===== src/design/apc_pkg.sv =====
// ----------------------------------------------------------------------------
// apc_pkg: shared types and constants for the alpha premultiply converter
// Holds the per-lane divider state, the item carried along the cell chain,
// and the latency used by the checker and the bench.
// ----------------------------------------------------------------------------
package apc_pkg;

  localparam int CH_W      = 8;
  localparam int NUM_LANES = 3;
  localparam int DIV_STEPS = CH_W;
  localparam int LATENCY   = DIV_STEPS + 2;

  localparam logic FMT_ARGB8888 = 1'b0;
  localparam logic FMT_A8       = 1'b1;

  localparam logic REQ_PACK   = 1'b0;
  localparam logic REQ_UNPACK = 1'b1;

  localparam logic [CH_W-1:0] CH_MAX = '1;

  // How a color lane forms its final value
  typedef enum logic [1:0] {
    SEL_DIV  = 2'd0,
    SEL_RAW  = 2'd1,
    SEL_SAT  = 2'd2,
    SEL_ZERO = 2'd3
  } lane_sel_t;

  typedef struct packed {
    logic [CH_W:0]   rem;
    logic [CH_W-1:0] quo;
    logic [CH_W-1:0] raw;
    lane_sel_t       sel;
  } lane_t;

  typedef struct packed {
    logic [CH_W-1:0]                divisor;
    lane_t [NUM_LANES-1:0]          lanes;
    logic [4*CH_W-1:0]              color_out;
    logic [CH_W-1:0]                alpha_out;
  } item_t;

endpackage


===== src/design/apc_prep.sv =====
// ----------------------------------------------------------------------------
// apc_prep: input stage
// Premultiplies ARGB8888 packs, sets up dividend and lane select for ARGB8888
// unpacks, passes A8 alpha through, and registers it into the cell chain.
// ----------------------------------------------------------------------------
module apc_prep (
  input  logic                       clk,
  input  logic                       rst_n,
  input  logic                       accept,
  input  logic                       pixel_format,
  input  logic                       req_type,
  input  logic [4*apc_pkg::CH_W-1:0] color_in,
  input  logic [apc_pkg::CH_W-1:0]   alpha_in,
  input  logic [apc_pkg::CH_W-1:0]   red_in,
  input  logic [apc_pkg::CH_W-1:0]   green_in,
  input  logic [apc_pkg::CH_W-1:0]   blue_in,
  output logic                       vld_o,
  output apc_pkg::item_t             item_o
);
  import apc_pkg::*;

  logic                  vld_r;
  item_t                 item_r;
  item_t                 item_nxt;
  logic [CH_W-1:0]       pk_c   [NUM_LANES];
  logic [CH_W-1:0]       pk_p   [NUM_LANES];
  logic [2*CH_W:0]       pk_mul [NUM_LANES];
  logic [CH_W-1:0]       up_a;
  logic [CH_W-1:0]       up_c   [NUM_LANES];
  logic [2*CH_W-1:0]     up_div [NUM_LANES];
  logic                  up_pass;

  assign pk_c[0] = blue_in;
  assign pk_c[1] = green_in;
  assign pk_c[2] = red_in;

  assign up_a    = color_in[4*CH_W-1 -: CH_W];
  assign up_pass = (up_a == '0) || (up_a == CH_MAX);

  always_comb begin
    for (int i = 0; i < NUM_LANES; i++) begin
      pk_mul[i] = {{(CH_W+1){1'b0}}, pk_c[i]} * {{CH_W{1'b0}}, {1'b0, alpha_in} + 9'd1};
      pk_p[i]   = pk_mul[i][2*CH_W-1 -: CH_W];
      up_c[i]   = color_in[i*CH_W +: CH_W];
      // c * 255 as (c << 8) - c
      up_div[i] = {up_c[i], {CH_W{1'b0}}} - {{CH_W{1'b0}}, up_c[i]};
    end
  end

  always_comb begin
    item_nxt           = '0;
    item_nxt.divisor   = up_a;
    for (int i = 0; i < NUM_LANES; i++) begin
      item_nxt.lanes[i].raw = up_c[i];
      item_nxt.lanes[i].sel = SEL_ZERO;
    end
    if (req_type == REQ_PACK) begin
      if (pixel_format == FMT_ARGB8888) begin
        item_nxt.color_out = {alpha_in, pk_p[2], pk_p[1], pk_p[0]};
      end else begin
        item_nxt.color_out = {{(3*CH_W){1'b0}}, alpha_in};
      end
    end else if (pixel_format == FMT_ARGB8888) begin
      item_nxt.alpha_out = up_a;
      for (int i = 0; i < NUM_LANES; i++) begin
        if (up_pass) begin
          item_nxt.lanes[i].sel = SEL_RAW;
        end else if (up_c[i] >= up_a) begin
          item_nxt.lanes[i].sel = SEL_SAT;
        end else begin
          // high byte is below the divisor, so the quotient fits a byte
          item_nxt.lanes[i].sel = SEL_DIV;
          item_nxt.lanes[i].rem = {1'b0, up_div[i][2*CH_W-1 -: CH_W]};
          item_nxt.lanes[i].quo = up_div[i][CH_W-1:0];
        end
      end
    end else begin
      item_nxt.alpha_out = color_in[CH_W-1:0];
    end
  end

  always_ff @(posedge clk) begin
    if (!rst_n) begin
      vld_r <= 1'b0;
    end else begin
      vld_r <= accept;
    end
  end

  always_ff @(posedge clk) begin
    item_r <= item_nxt;
  end

  assign vld_o  = vld_r;
  assign item_o = item_r;

endmodule


===== src/design/apc_div_cell.sv =====
// ----------------------------------------------------------------------------
// apc_div_cell: one restoring division step
// Produces one quotient bit for each color lane and hands the item on.
// ----------------------------------------------------------------------------
module apc_div_cell (
  input  logic           clk,
  input  logic           rst_n,
  input  logic           vld_i,
  input  apc_pkg::item_t item_i,
  output logic           vld_o,
  output apc_pkg::item_t item_o
);
  import apc_pkg::*;

  logic            vld_r;
  item_t           item_r;
  item_t           item_nxt;
  logic [CH_W:0]   rem_sh [NUM_LANES];

  always_comb begin
    item_nxt = item_i;
    for (int i = 0; i < NUM_LANES; i++) begin
      rem_sh[i] = {item_i.lanes[i].rem[CH_W-1:0], item_i.lanes[i].quo[CH_W-1]};
      if (rem_sh[i] >= {1'b0, item_i.divisor}) begin
        item_nxt.lanes[i].rem = rem_sh[i] - {1'b0, item_i.divisor};
        item_nxt.lanes[i].quo = {item_i.lanes[i].quo[CH_W-2:0], 1'b1};
      end else begin
        item_nxt.lanes[i].rem = rem_sh[i];
        item_nxt.lanes[i].quo = {item_i.lanes[i].quo[CH_W-2:0], 1'b0};
      end
    end
  end

  always_ff @(posedge clk) begin
    if (!rst_n) begin
      vld_r <= 1'b0;
    end else begin
      vld_r <= vld_i;
    end
  end

  always_ff @(posedge clk) begin
    item_r <= item_nxt;
  end

  assign vld_o  = vld_r;
  assign item_o = item_r;

endmodule


===== src/design/alpha_premultiply_convert_unit.sv =====
// ----------------------------------------------------------------------------
// alpha_premultiply_convert_unit: ARGB8888 premultiply / unpremultiply
// Takes one pixel per clock: busy is set in reset and is cleared by the first
// clock that sees reset released, and every request gives its result on
// out_strobe after one input stage, eight division cells and one output
// register. The result is shown for one cycle only, since the receiver
// cannot stall. The divide for unpacking runs as a chain of eight one-bit
// cells, so the latency is set by the quotient width. pixel_format is
// sampled as a request enters; change it only when no request is in flight.
// ----------------------------------------------------------------------------
module alpha_premultiply_convert_unit (
  input  logic                       clk,
  input  logic                       rst_n,
  input  logic                       start,
  output logic                       busy,
  input  logic                       in_req_type,
  input  logic [4*apc_pkg::CH_W-1:0] in_color_in,
  input  logic [apc_pkg::CH_W-1:0]   in_alpha_in,
  input  logic [apc_pkg::CH_W-1:0]   in_red_in,
  input  logic [apc_pkg::CH_W-1:0]   in_green_in,
  input  logic [apc_pkg::CH_W-1:0]   in_blue_in,
  output logic                       out_strobe,
  output logic [4*apc_pkg::CH_W-1:0] out_color_out,
  output logic [apc_pkg::CH_W-1:0]   out_alpha_out,
  output logic [apc_pkg::CH_W-1:0]   out_red_out,
  output logic [apc_pkg::CH_W-1:0]   out_green_out,
  output logic [apc_pkg::CH_W-1:0]   out_blue_out,
  input  logic                       cfg_valid,
  output logic                       cfg_ready,
  input  logic                       cfg_pixel_format
);
  import apc_pkg::*;

  logic            busy_r;
  logic            fmt_r;
  logic            accept;
  logic            stage_vld  [DIV_STEPS+1];
  item_t           stage_item [DIV_STEPS+1];
  logic            strobe_r;
  logic [4*CH_W-1:0] color_r;
  logic [CH_W-1:0] alpha_r;
  logic [CH_W-1:0] chan_r   [NUM_LANES];
  logic [CH_W-1:0] chan_nxt [NUM_LANES];
  item_t           last;

  assign accept    = start && !busy_r;
  assign busy      = busy_r;
  assign cfg_ready = !busy_r;

  // hold off transfers until the cycle after reset is released
  always_ff @(posedge clk) begin
    if (!rst_n) begin
      busy_r <= 1'b1;
      fmt_r  <= FMT_ARGB8888;
    end else begin
      busy_r <= 1'b0;
      if (cfg_valid && cfg_ready) begin
        fmt_r <= cfg_pixel_format;
      end
    end
  end

  apc_prep u_prep (
    .clk          (clk),
    .rst_n        (rst_n),
    .accept       (accept),
    .pixel_format (fmt_r),
    .req_type     (in_req_type),
    .color_in     (in_color_in),
    .alpha_in     (in_alpha_in),
    .red_in       (in_red_in),
    .green_in     (in_green_in),
    .blue_in      (in_blue_in),
    .vld_o        (stage_vld[0]),
    .item_o       (stage_item[0])
  );

  for (genvar s = 0; s < DIV_STEPS; s++) begin : g_cell
    apc_div_cell u_cell (
      .clk    (clk),
      .rst_n  (rst_n),
      .vld_i  (stage_vld[s]),
      .item_i (stage_item[s]),
      .vld_o  (stage_vld[s+1]),
      .item_o (stage_item[s+1])
    );
  end

  assign last = stage_item[DIV_STEPS];

  always_comb begin
    for (int i = 0; i < NUM_LANES; i++) begin
      case (last.lanes[i].sel)
        SEL_DIV:  chan_nxt[i] = last.lanes[i].quo;
        SEL_RAW:  chan_nxt[i] = last.lanes[i].raw;
        SEL_SAT:  chan_nxt[i] = CH_MAX;
        SEL_ZERO: chan_nxt[i] = '0;
        default:  chan_nxt[i] = '0;
      endcase
    end
  end

  always_ff @(posedge clk) begin
    if (!rst_n) begin
      strobe_r <= 1'b0;
    end else begin
      strobe_r <= stage_vld[DIV_STEPS];
    end
  end

  always_ff @(posedge clk) begin
    color_r <= last.color_out;
    alpha_r <= last.alpha_out;
    chan_r  <= chan_nxt;
  end

  assign out_strobe    = strobe_r;
  assign out_color_out = color_r;
  assign out_alpha_out = alpha_r;
  assign out_red_out   = chan_r[2];
  assign out_green_out = chan_r[1];
  assign out_blue_out  = chan_r[0];

endmodule


===== config.mk =====
export PLATFORM = sky130hd
export DESIGN_NAME = alpha_premultiply_convert_unit
export DESIGN_NICKNAME = d
export VERILOG_FILES = /design/src/design/apc_pkg.sv /design/src/design/apc_prep.sv /design/src/design/apc_div_cell.sv /design/src/design/alpha_premultiply_convert_unit.sv
export SDC_FILE = /design/constraint.sdc
export NUM_CORES = 2
export LEC_CHECK = 0
export BUFFER_PORTS_ARGS = -buffer_cell sky130_fd_sc_hd__buf_2
export CAP_MARGIN = 40
export CORE_MARGIN = 2
export CORE_UTILIZATION = 60
export DETAILED_ROUTE_END_ITERATION = 8
export PLACE_DENSITY_LB_ADDON = 0.05
export SKIP_CTS_REPAIR_TIMING = 1
export SLEW_MARGIN = 20
export SYNTH_ARGS = -nofsm -noshare
export SYNTH_HDL_FRONTEND = slang
export SYNTH_SLANG_ARGS = --single-unit

===== constraint.sdc =====
create_clock -name clk -period 5.7 [get_ports clk]
set_input_delay 0.57 -clock clk [delete_from_list [all_inputs] [get_ports clk]]
set_output_delay 0.57 -clock clk [all_outputs]
set_load 0.01 [all_outputs]

# ---- Yosys cells after proc, flatten, opt, wreduce, memory -nomap -nowiden
# Cells that the tools add are included.
dict set report classes {
  addsub 25
  n_mul 3
  div_mod_pow 0
  order_cmp 27
  eq_ne 10
  n_shift 0
  n_mux 36
  bitwise_logic 1
  n_reduce_logical 14
}
# operator n
set op_table {}
lappend op_table {{$mux 16} 21}
lappend op_table {{$ge 9x8->1} 24}
lappend op_table {{$sub 8x8->8} 21}
lappend op_table {{$pmux 8 s4} 3}
lappend op_table {{$mul 8x9->16} 3}
lappend op_table {{$sub 16x8->16} 3}
lappend op_table {{$ge 8x8->1} 3}
lappend op_table {{$mux 8} 2}
lappend op_table {{$eq 2x2->1 const B} 6}
lappend op_table {{$mux 2} 6}
lappend op_table {{$reduce_or 4->1} 3}
lappend op_table {{$add 8x1->9 const B} 1}
lappend op_table {{$eq 8x8->1 const B} 1}
lappend op_table {{$logic_not 8->1} 1}
lappend op_table {{$eq 2x1->1 const B} 3}
lappend op_table {{$logic_not 2->1} 3}
lappend op_table {{$mux 1} 4}
lappend op_table {{$reduce_or 2->1} 2}
lappend op_table {{$reduce_or 3->1} 1}
lappend op_table {{$logic_and 1x1->1} 2}
lappend op_table {{$logic_not 1->1} 1}
lappend op_table {{$logic_or 1x1->1} 1}
lappend op_table {{$not 1->1} 1}
dict set report totals {
  reg_bits 1178
  latchBits 0
  mem_bits_rw 0
  rom_bits 0
  output_inout_bits 67
  n_memories 0
}

# ---- Longest topological paths before layout
dict set report depth {
  depth_word 3
  mapped_depth 20
}

# ---- By module
# From an unflattened synthesis, not the netlist that was laid out.
dict set report hier_totals {
  hier_cells 4006
  area_unflattened_um2 45683.8
}
# mod n_inst cells_per_inst area_each_um2
set modules_own_cells {}
lappend modules_own_cells {{apc_div_cell at g_cell[1].u_cell ...} 5 347 4130.2}
lappend modules_own_cells {apc_prep 1 1147 10732.8}
lappend modules_own_cells {{apc_div_cell at g_cell[6].u_cell ...} 2 327 4136.5}
lappend modules_own_cells {{apc_div_cell at g_cell[0].u_cell} 1 335 4199.0}
lappend modules_own_cells {alpha_premultiply_convert_unit 1 135 1828.0}

# ---- Worst setup path after synthesis
# Ideal clock, no wire load.
dict set report synth_path {
  path_type {input -> register}
  start {in in_alpha_in[0] in the netlist's numbering}
  end {reg u_prep.item_r (netlist bit u_prep.item_o[14])}
  setup_ns 0.117
  arrival_time_ns 5.099
  required_time_ns 5.583
  path_slack_ns 0.483
  cell_stages 17
  n_path_buf 1
  path_cell_list {ha_1 -> xor2_1 -> clkbuf_1 -> and2_1 -> fa_1 -> fa_1 -> fa_1 -> inv_1 -> fa_1 -> inv_1 -> ha_1 -> a21o_1 -> a21oi_1 -> o22ai_1 -> o21a_1 -> or3_1 -> a32o_1}
}
dict set report synth_via {
  elab_chain_len 3
}
# item line_no
set synth_lines {}
lappend synth_lines {{start: declaration} alpha_premultiply_convert_unit.sv:18} ;# input logic [apc_pkg::CH_W-1:0] in_alpha_in,
lappend synth_lines {{$add 8x1->9} apc_prep.sv:42} ;# pk_mul[i] = {{(CH_W+1){1'b0}}, pk_c[i]} * {{CH_W{1'b0}}, {1'b0, alpha_in} + 9'd1};
lappend synth_lines {{$mul 8x9->16} apc_prep.sv:42}
lappend synth_lines {{$mux 8} apc_prep.sv:58} ;# if (pixel_format == FMT_ARGB8888) begin
lappend synth_lines {{end signal: assignment} apc_prep.sv:91} ;# item_r <= item_nxt;
lappend synth_lines {{end: declaration} apc_prep.sv:23} ;# item_t item_r;
# Every way passes these cells.
# A chain may end at the register's enable or synchronous reset.

# ---- Worst setup path after layout
dict set report layout_path {
  start {in in_alpha_in[2] in the netlist's numbering}
  end {reg u_prep.item_r (netlist bit u_prep.item_o[22])}
}
dict set report layout_via {
  elab_chain_len 2
}
# item line_no
set layout_lines {}
lappend layout_lines {{$add 8x1->9} apc_prep.sv:42}
lappend layout_lines {{$mul 8x9->16} apc_prep.sv:42}
# Every way passes these cells.

==> tab_implementation.tex <==
\begin{tabular}{lr}
\hline
Metric & Value \\
\hline
\multicolumn{2}{l}{\textbf{GRT}} \\
Number of antenna violations at the first check in global routing & 2 \\
Number of global-route vias before repair & 25.1k \\
First-pass GRT wire length & 129000 um \\
Overall fraction of global-route tracks in use & 23.1\% \\
Aggregate global routing overflow & 0 \\
Largest net degree at the start of global routing & 28 \\
\multicolumn{2}{l}{\textbf{STA}} \\
Count of endpoints failing setup in the final report & 0 \\
Final number of max-transition violations & 0 \\
Worst-Margin Slew & 0.765 ns \\
Headroom to the max-slew limit & 48.9\% \\
Clock Skew & 0.0535 ns \\
Final-layout setup total negative slack & 0 ns \\
Max Fclk & 200 MHz \\
RSZ-0062 raised after global routing & no \\
Ratio of final minimum period to clock period & 87.7\% \\
Min Clock Period, post-route & 5.00 ns \\
Hold Fails Final Rpt & 0 \\
\multicolumn{2}{l}{\textbf{Floorplanning}} \\
FP Rows & 95 \\
Die boundary width & 266 um \\
Top Ports & 137 \\
Area of the core region & 67500 um\^{}2 \\
Initial standard-cell utilization of the core & 60.8\% \\
Floorplan die height & 266 um \\
Total Die Area & 70600 um\^{}2 \\
\multicolumn{2}{l}{\textbf{Synthesis}} \\
Dominant cells by area after synthesis & sky130\_fd\_sc\_hd\_\_dfxtp\_1, sky130\_fd\_sc\_hd\_\_ha\_1, sky130\_fd\_sc\_hd\_\_fa\_1 \\
Most frequent cells after synthesis & sky130\_fd\_sc\_hd\_\_dfxtp\_1, sky130\_fd\_sc\_hd\_\_ha\_1, sky130\_fd\_sc\_hd\_\_inv\_1, sky130\_fd\_sc\_hd\_\_nor2\_1, sky130\_fd\_sc\_hd\_\_and2\_1 \\
Count leader, synth & sky130\_fd\_sc\_hd\_\_dfxtp\_1 \\
Distinct cell type count of the synthesized netlist & 60 \\
Number of instances in the synthesized netlist & 3462 \\
Syn\_area\_per\_cell & 11.9 um\^{}2 \\
Syn Nets & 3989 \\
Synth warnings & 0 \\
Flip-flop and latch count after synthesis & 1160 \\
Share of the yosys chip area belonging to registers & 56.5\% \\
Synth top area share & 56.5\% \\
Post-Synthesis Cell Area & 41100 um\^{}2 \\
Largest area contributor in the synthesized netlist & sky130\_fd\_sc\_hd\_\_dfxtp\_1 \\
Number of enable-type register cells in the synthesized netlist & 0 \\
Most frequently used flop master after synthesis & sky130\_fd\_sc\_hd\_\_dfxtp\_1 \\
Async set-reset flop share out of synthesis & 0\% \\
\multicolumn{2}{l}{\textbf{Route}} \\
\# DRC & 0 \\
Number of iterations in the first detailed-routing pass & 5 \\
Number of vias after detailed routing & 24.1k \\
Aggregate routed wire length & 80600 um \\
Count of nets left with antenna violations after detail routing & 0 \\
Detailed router's first-iteration violation count & 1059 \\
Routed wire length per instance & 17.4 um \\
Via density per instance & 5.21 \\
\multicolumn{2}{l}{\textbf{CTS}} \\
Worst-case clock buffer depth & 3 \\
H-Tree Depth & 3 \\
Sink Count & 1160 \\
Clock-pin transition on the worst setup and hold timing paths & 0.07 ns \\
Clock Tree Root & sky130\_fd\_sc\_hd\_\_clkbuf\_16 \\
CTS tree & yes \\
Clock network latency to the later pin of the worst-skew pair & 0.67 ns \\
Number of buffers added by the clock tree synthesis step & 102 \\
\multicolumn{2}{l}{\textbf{Placement}} \\
Detailed-placement wirelength estimate & 60000 um \\
\# port buffers & 136 \\
Weighted congestion at the end of routability-driven global placement & 0.897 \\
Area post-placement & 42800 um\^{}2 \\
\multicolumn{2}{l}{\textbf{Min path}} \\
Capture endpoint of the worst hold path & u\_prep.item\_o[69] \\
Launch instance of the worst min-delay path & in\_color\_in[8] \\
Hold crit path type & primary input to flip-flop \\
Cell count of the worst hold path & 1 \\
\multicolumn{2}{l}{\textbf{Power and ir drop}} \\
Leak Pwr & 20.7 nW \\
Worst ir drop on vdd & 369 uV \\
Power density over the cells & 521 nW/um\^{}2 \\
\multicolumn{2}{l}{\textbf{Worst setup path}} \\
Arrival @ worst endpoint & 5.54 ns \\
Critical Path End Type & flip-flop \\
Worst R2R End & g\_cell[1].u\_cell.item\_o[61] \\
Setup slack on the worst flop-to-flop path & 2.87 ns \\
Crit Path Max Fanout & 20 \\
Path depth of the worst reg2reg path & 8 \\
Kind of critical path & primary input to flip-flop \\
Reg-to-reg startpoint & g\_cell[0].u\_cell.item\_o[122] \\
Critical path launch point type & primary input \\
Worst Path Required & 6.24 ns \\
\multicolumn{2}{l}{\textbf{Finish}} \\
Cell area after layout & 46400 um\^{}2 \\
Total of fill cells in the finished design & 4885 \\
Area added between synthesis and finish & 13.0\% \\
Final standard cell utilization of the core & 68.7\% \\
Layout cells sized above 1 & 12.0\% \\
NumNets Final & 4206 \\
Area of combinational cells with multiple inputs & 16500 um\^{}2 \\
Area used by sequential logic in the layout & 23200 um\^{}2 \\
\multicolumn{2}{l}{\textbf{Status}} \\
Status & finished clean \\
\multicolumn{2}{l}{\textbf{Job}} \\
Max-cap viol count & 0 \\
\hline
\end{tabular}
## worst max-delay path, stage by stage
cell,delay [ns]
sky130_fd_sc_hd__buf_2,0.15
sky130_fd_sc_hd__nand3_1,0.14
sky130_fd_sc_hd__nor2_1,0.18
sky130_fd_sc_hd__xor2_1,0.31
sky130_fd_sc_hd__buf_4,0.33
sky130_fd_sc_hd__and2_1,0.18
sky130_fd_sc_hd__fa_1,0.40
sky130_fd_sc_hd__inv_1,0.08
sky130_fd_sc_hd__fa_1,0.40
sky130_fd_sc_hd__inv_1,0.09
sky130_fd_sc_hd__fa_1,0.41
sky130_fd_sc_hd__fa_1,0.49
sky130_fd_sc_hd__ha_1,0.22
sky130_fd_sc_hd__a2111oi_0,0.61
sky130_fd_sc_hd__o21a_1,0.25
sky130_fd_sc_hd__o21ai_1,0.13
sky130_fd_sc_hd__a31oi_1,0.27
sky130_fd_sc_hd__nor2b_1,0.08
sky130_fd_sc_hd__o31a_1,0.24
## state kept, by name, indices dropped and copies added, names as in the netlist
name	count
g_cell.u_cell.item_o	960
u_prep.item_o	124
out_color_out	32
g_cell.u_cell.vld_o	8
out_alpha_out	8
out_blue_out	8
out_green_out	8
out_red_out	8
busy	1
fmt_r	1
out_strobe	1
u_prep.vld_o	1
## placed cells by master (no fill, tap or decap), drive strengths merged, types with 41 or more instances in the layout
cell type / netlist / layout
dfxtp: 1160 / 1160
ha: 316 / 316
inv: 310 / 313
nor2: 237 / 237
and2: 154 / 154
buf: 7 / 150
clkbuf: 30 / 143
fa: 141 / 141
o21ai: 141 / 141
nand2: 116 / 116
a21oi: 116 / 116
mux2: 105 / 105
xnor2: 91 / 91
nor2b: 74 / 74
mux2i: 52 / 52
o21a: 48 / 48
a21o: 42 / 42
nor3: 41 / 41
## report_power, final
group / total (mW) / internal (mW) / switching, mW
combinational: 6.58 / 3.03 / 3.55
clock: 7.04 / 4.10 / 2.95
sequential: 10.6 / 9.87 / 0.685
## cell type report
type | count | area share, %
Tap cell | 873 | 2.35
Timing Repair Buffer | 150 | 1.77
Antenna cell | 1 | 0.00539
Inverter | 310 | 2.51
Clock buffer | 143 | 6.35
Multi-Input combinational cell | 1955 | 35.6
Sequential cell | 1160 | 50.0
Clock inverter | 36 | 1.33
## how the worst max path moves through the flow
stage / startpoint / endpoint / slack (ns) / cells past startpoint
final: in_alpha_in[2] / u_prep.item_o[22] / 0.70 / 19
after global routing: in_alpha_in[2] / u_prep.item_o[26] / 0.38 / 17
after CTS: in_alpha_in[2] / u_prep.item_o[22] / 0.74 / 19
after detailed placement: in_alpha_in[2] / u_prep.item_o[22] / 0.03 / 19
after global placement: in_alpha_in[2] / u_prep.item_o[22] / 0.21 / 19
after floorplan: in_alpha_in[0] / u_prep.item_o[14] / 0.48 / 17
## kinds of logic (layout without fill, tap and decap cells)
kind of cell | count (synthesis) | count (layout) | synth area share (%)
flops | 1160 | 1160 | 56.5
simple gates | 739 | 739 | 9.50
compound gates | 489 | 489 | 7.71
fa+ha+maj | 457 | 457 | 16.5
buf+inv | 347 | 639 | 3.19
mux | 157 | 157 | 4.15
xor+xnor | 113 | 113 | 2.41
other cells | 0 | 1 | 0
## routing by layer
layer,track usage (%),vias to the layer above,share of wire (%)
met5,0,-,0
met4,7.99,0,2.7
met1,28.1,11500,43
li1,-,12000,-
met3,3.19,149,3.4
met2,41.7,473,51
## stage by stage
step,hold slack [ns],setup WS [ns],power [mW],std cells
after floorplan,0.310,0.483,15.4,3462
after global routing,0.0511,0.375,25.6,4628
after global placement,0.310,0.212,17.0,4448
after detailed placement,0.312,0.0314,17.2,4448
after CTS,0.0304,0.741,24.4,4627
final,0.0754,0.703,24.2,4628
No activity file was read; power rests on OpenSTA's default activity.
